## src/lte_ram.sv

```systemverilog
`timescale 1ns / 1ps

// Simple dual-port RAM: one write port, one read port with registered data.
// A read at the address being written returns the old contents.
module lte_ram #(
  parameter int WIDTH = 8,
  parameter int DEPTH = 16,
  localparam int ADDR_W = (DEPTH > 1) ? $clog2(DEPTH) : 1
) (
  input  logic              clk_i,
  input  logic              we_i,
  input  logic [ADDR_W-1:0] waddr_i,
  input  logic [WIDTH-1:0]  wdata_i,
  input  logic              re_i,
  input  logic [ADDR_W-1:0] raddr_i,
  output logic [WIDTH-1:0]  rdata_o
);

  logic [WIDTH-1:0] mem_q [DEPTH];
  logic [WIDTH-1:0] rdata_q;

  always_ff @(posedge clk_i) begin
    if (we_i) begin
      mem_q[waddr_i] <= wdata_i;
    end
  end

  always_ff @(posedge clk_i) begin
    if (re_i) begin
      rdata_q <= mem_q[raddr_i];
    end
  end

  assign rdata_o = rdata_q;

endmodule

```

## config.mk

```make
export PLATFORM = sky130hd
export DESIGN_NAME = lte_ram
export DESIGN_NICKNAME = d
export VERILOG_FILES = /design/src/lte_ram.sv
export SDC_FILE = /design/constraint.sdc
export NUM_CORES = 1
export LEC_CHECK = 0
export BUFFER_PORTS_ARGS = -buffer_cell sky130_fd_sc_hd__buf_2
export CORE_MARGIN = 2
export CORE_UTILIZATION = 25
export DETAILED_ROUTE_END_ITERATION = 12
export PLACE_DENSITY = 0.5
export SETUP_SLACK_MARGIN = 0.02
export SLEW_MARGIN = 20
export SYNTH_ARGS = -nofsm -noshare
export SYNTH_HDL_FRONTEND = slang
export SYNTH_SLANG_ARGS = --single-unit
```

## constraint.sdc

```tcl
create_clock -name clk_i -period 4 [get_ports clk_i]
set_input_delay 0.8 -clock clk_i [delete_from_list [all_inputs] [get_ports clk_i]]
set_output_delay 0.8 -clock clk_i [all_outputs]
set_load 0.02 [all_outputs]
```

Word-level counts from Yosys, hierarchy flattened --
Memories as Yosys holds them, arrays and structs flattened. A register that Yosys moved wholly into a read port is not among the register bits. Cells that the tools add are included.
Storage, ports and cells: input port bits 19, bits in writable memories 128, word-level logic and storage cells 3, output and inout bits 8, bits in registers 0, memories kept 1
Operators by class: multiplexer cells 2
Memory list:
- mem_q | depth 16, width 8, rd ports 1, clocked after Yosys merged registers in 1, wr ports 1, RTL line 19 | logic [WIDTH-1:0] mem_q [DEPTH];
Operator list (number):
- 1-bit 2-to-1 mux | 2

Depth between registers and ports, before layout --
depth in word-level cells 2, depth in mapped cells 5, gate-level depth less buffers 3

Least setup slack after synthesis --
Ideal clock, no wire load.
path type input to register, start in waddr_i[2], end mem mem_q[0][0], enable pin, cell stages on the path 2, setup slack 1.707 ns, arrival 1.910 ns, library setup time 0.383 ns, path buffers 0, data required time 3.617 ns, cell sequence or3b_2 -> nor3_1
RTL lines:
- start, declared | RTL line 12 | input logic [ADDR_W-1:0] waddr_i,
- end, declared | RTL line 19
No word-level cell before the write port.

==> results_dict.tcl <==
set metrics [dict create \
    synthAdderAreaFrac 0 \
    synth.largest_area_cell "edfxtp_1" \
    antenna_found_initial 0 \
    grt_pass1_vias 2539 \
    fin_skew_ns 0.00490 \
    path_clk_slew_ns 0.06 \
    cp-end-kind "flip-flop" \
    num_vias 2398 \
    drt_wl_total_um 11000 \
    post_cts_buffers 0 \
    muxShareOfSynthArea 0.148 \
    intPower_mw 2.63 \
    start_kind "primary input" \
    worstMarginPinSlew_ns 1.00 \
    ys_seq_area_frac 0.781 \
    path_max_fanout 17 \
    synth_top_family_by_area "multiplexers" \
    viasPerCell 4.34 \
    drv_slew 0 \
    leakage_nw 2.03 \
    synthSimpleGateAreaFrac 0.0314 \
    ant_nets 0 \
    synth-compound-area-share 0.0230 \
    yosysMostFrequentCell "edfxtp_1" \
    relSlewSlack 0.331 \
    grt_max_degree 33 \
    max-cap-violations 0 \
    start_util 0.257 \
    drt_iter0_markers 251 \
    grt_usage 0.105 \
    h-tree-depth 4 \
    period_share 0.589 \
    stdcell_count 553 \
    numCtsBuffers 17 \
    drc 0 \
    antenna_cells 0 \
    outcome "finished clean" \
    synthCells 229 \
    holdWs_ns 0.757 \
    gp_congestion 0.714 \
    cts.root.buffer_cell "clkbuf_16" \
    dp_hpwl_um 6860 \
    ys_warn_count 0 \
    synth_area_leaders "edfxtp_1 (78%), mux4_2 (7.8%), mux4_1 (7.0%), a22oi_1 (2.3%), nor2_1 (0.93%)" \
    dp_cells 521 \
    async_reset_ff_frac 0 \
    criticalPathCategory "in2reg" \
    timing_hold_violations_final 0 \
    synth-xor-area-share 0 \
    detail_route.wl_per_cell_um 19.9 \
    io_pins 27 \
    fin_crit_ns 2.36 \
    nNetsFinal 289 \
    cp_data_required_time_ns 4.15 \
    clk_path_buf_depth 2 \
    area_growth_pct 19.4 \
    setup_viol 0 \
    dieArea_um2 22100 \
    seqPwrFrac 0.488 \
    clk_latency_ns 0.41 \
    netSwitchingFraction 0.204 \
    cts_sinks 136 \
    netSwitchingPower_mw 0.677 \
    netlist_top_cells_count "edfxtp_1 (136), mux4_2 (18), a22oi_1 (16)" \
    synth_edf_count 136 \
    power_density_nw_per_um2 530 \
    synth-seq-cells 136 \
    comb_power_share 0.046 \
    synth_area_um2 5230 \
    coreArea_um2 20400 \
    ir_worst_vdd_uv 297 \
    dieHeight_um 149 \
    arrival_ns 2.51 \
    clkPwrFrac 0.466 \
    die_x_um 149 \
    io_buffers 26 \
    synth.avg_cell_area_um2 22.8 \
    rsz0062_at_grt "false" \
    grt_pass1_wl_um 16200 \
    synthesis.nets 248 \
    yosys.area.top_type_share 0.781 \
    tritoncts "done" \
    min_path_type "reg2reg" \
    synthFlopType "edfxtp_1" \
    dr.pass1.iters 4 \
    cts-resized-gates 0 \
    synthDistinctLibCells 18 \
    grt_overflow 0 \
    cts_hold_buf 0 \
    tns_ns 0 \
    std_cell_rows 52 \
    fmax_mhz 424 \
    drive_gt1_frac 0.286 \
]
## state kept, by name, summed over array words and instances (netlist names)
register	flops
mem_q	128
rdata_o	8
## routing by layer
metal | vias up | wire length (um) | GRT usage
met5 | - | 0 | 0
met4 | 0 | 88 | 0.0329
met3 | 7 | 521 | 0.0337
met2 | 62 | 5100 | 0.162
met1 | 1266 | 5280 | 0.142
li1 | 1063 | - | -
## stage by stage
step	worst slack (ns)	cell area, um^2	power (mW)	utilization
final	1.64	6240	3.31	0.306
after global routing	1.51	6240	3.41	0.306
after CTS	1.60	6240	3.34	0.306
after detailed placement	1.16	5650	1.80	0.278
after global placement	1.18	5650	1.80	0.278
after floorplan	1.71	5230	1.73	-
## power by group through the flow
stage	clock network [mW]	logic, mW	registers (mW)
finish	1.54	0.152	1.62
global route	1.63	0.165	1.62
CTS	1.56	0.155	1.62
detailed placement	0	0.155	1.65
global placement	0	0.153	1.64
floorplan	0	0.0810	1.65
## cell usage in the layout, fill, tap and decap left out
| cell | instances |
|---|---|
| a22oi_1 | 16 |
| and2_1 | 1 |
| and2b_1 | 1 |
| buf_2 | 26 |
| buf_4 | 6 |
| bufinv_16 | 3 |
| clkbuf_16 | 17 |
| clkinv_1 | 2 |
| clkinv_2 | 6 |
| clkinv_4 | 2 |
| clkinvlp_4 | 2 |
| edfxtp_1 | 136 |
| mux4_1 | 14 |
| mux4_2 | 18 |
| nand2_1 | 9 |
| nand2b_1 | 2 |
| nand3_1 | 1 |
| nand3b_1 | 2 |
| nor2_1 | 13 |
| nor2b_1 | 1 |
| nor3_1 | 4 |
| or3b_2 | 1 |
## cells by family (layout without fill, tap and decap cells)
logic type / Yosys count / count (layout)
buf+inv: 10 / 64
flops: 136 / 136
compound gates: 16 / 16
mux: 32 / 32
simple gates: 35 / 35
## critical path, stage by stage
cell and delay, ns:
buf_2 0.47, buf_4 0.31, mux4_2 0.51, a22oi_1 0.28, nand2_1 0.11
## cell type report
type                       count  area [um^2]
tap                          270          338
sequential                   136         4080
timing repair buffer          32          175
clock buffer                  17          425
fill                        1947        14100
clock inverter                15          160
multi-input combinational     83         1060
## final timing paths
check / cells after the start / startpoint / to / slack, ns
setup / recovery: 5 / raddr_i[0] / rdata_o[6] / 1.64
hold / removal: 3 / mem_q[4][0] / rdata_o[0] / 0.76
setup reg to reg: 3 / mem_q[9][1] / rdata_o[1] / 2.39
hold reg to reg: 3 / mem_q[4][0] / rdata_o[0] / 0.76
(Power assumes the default switching activity.)
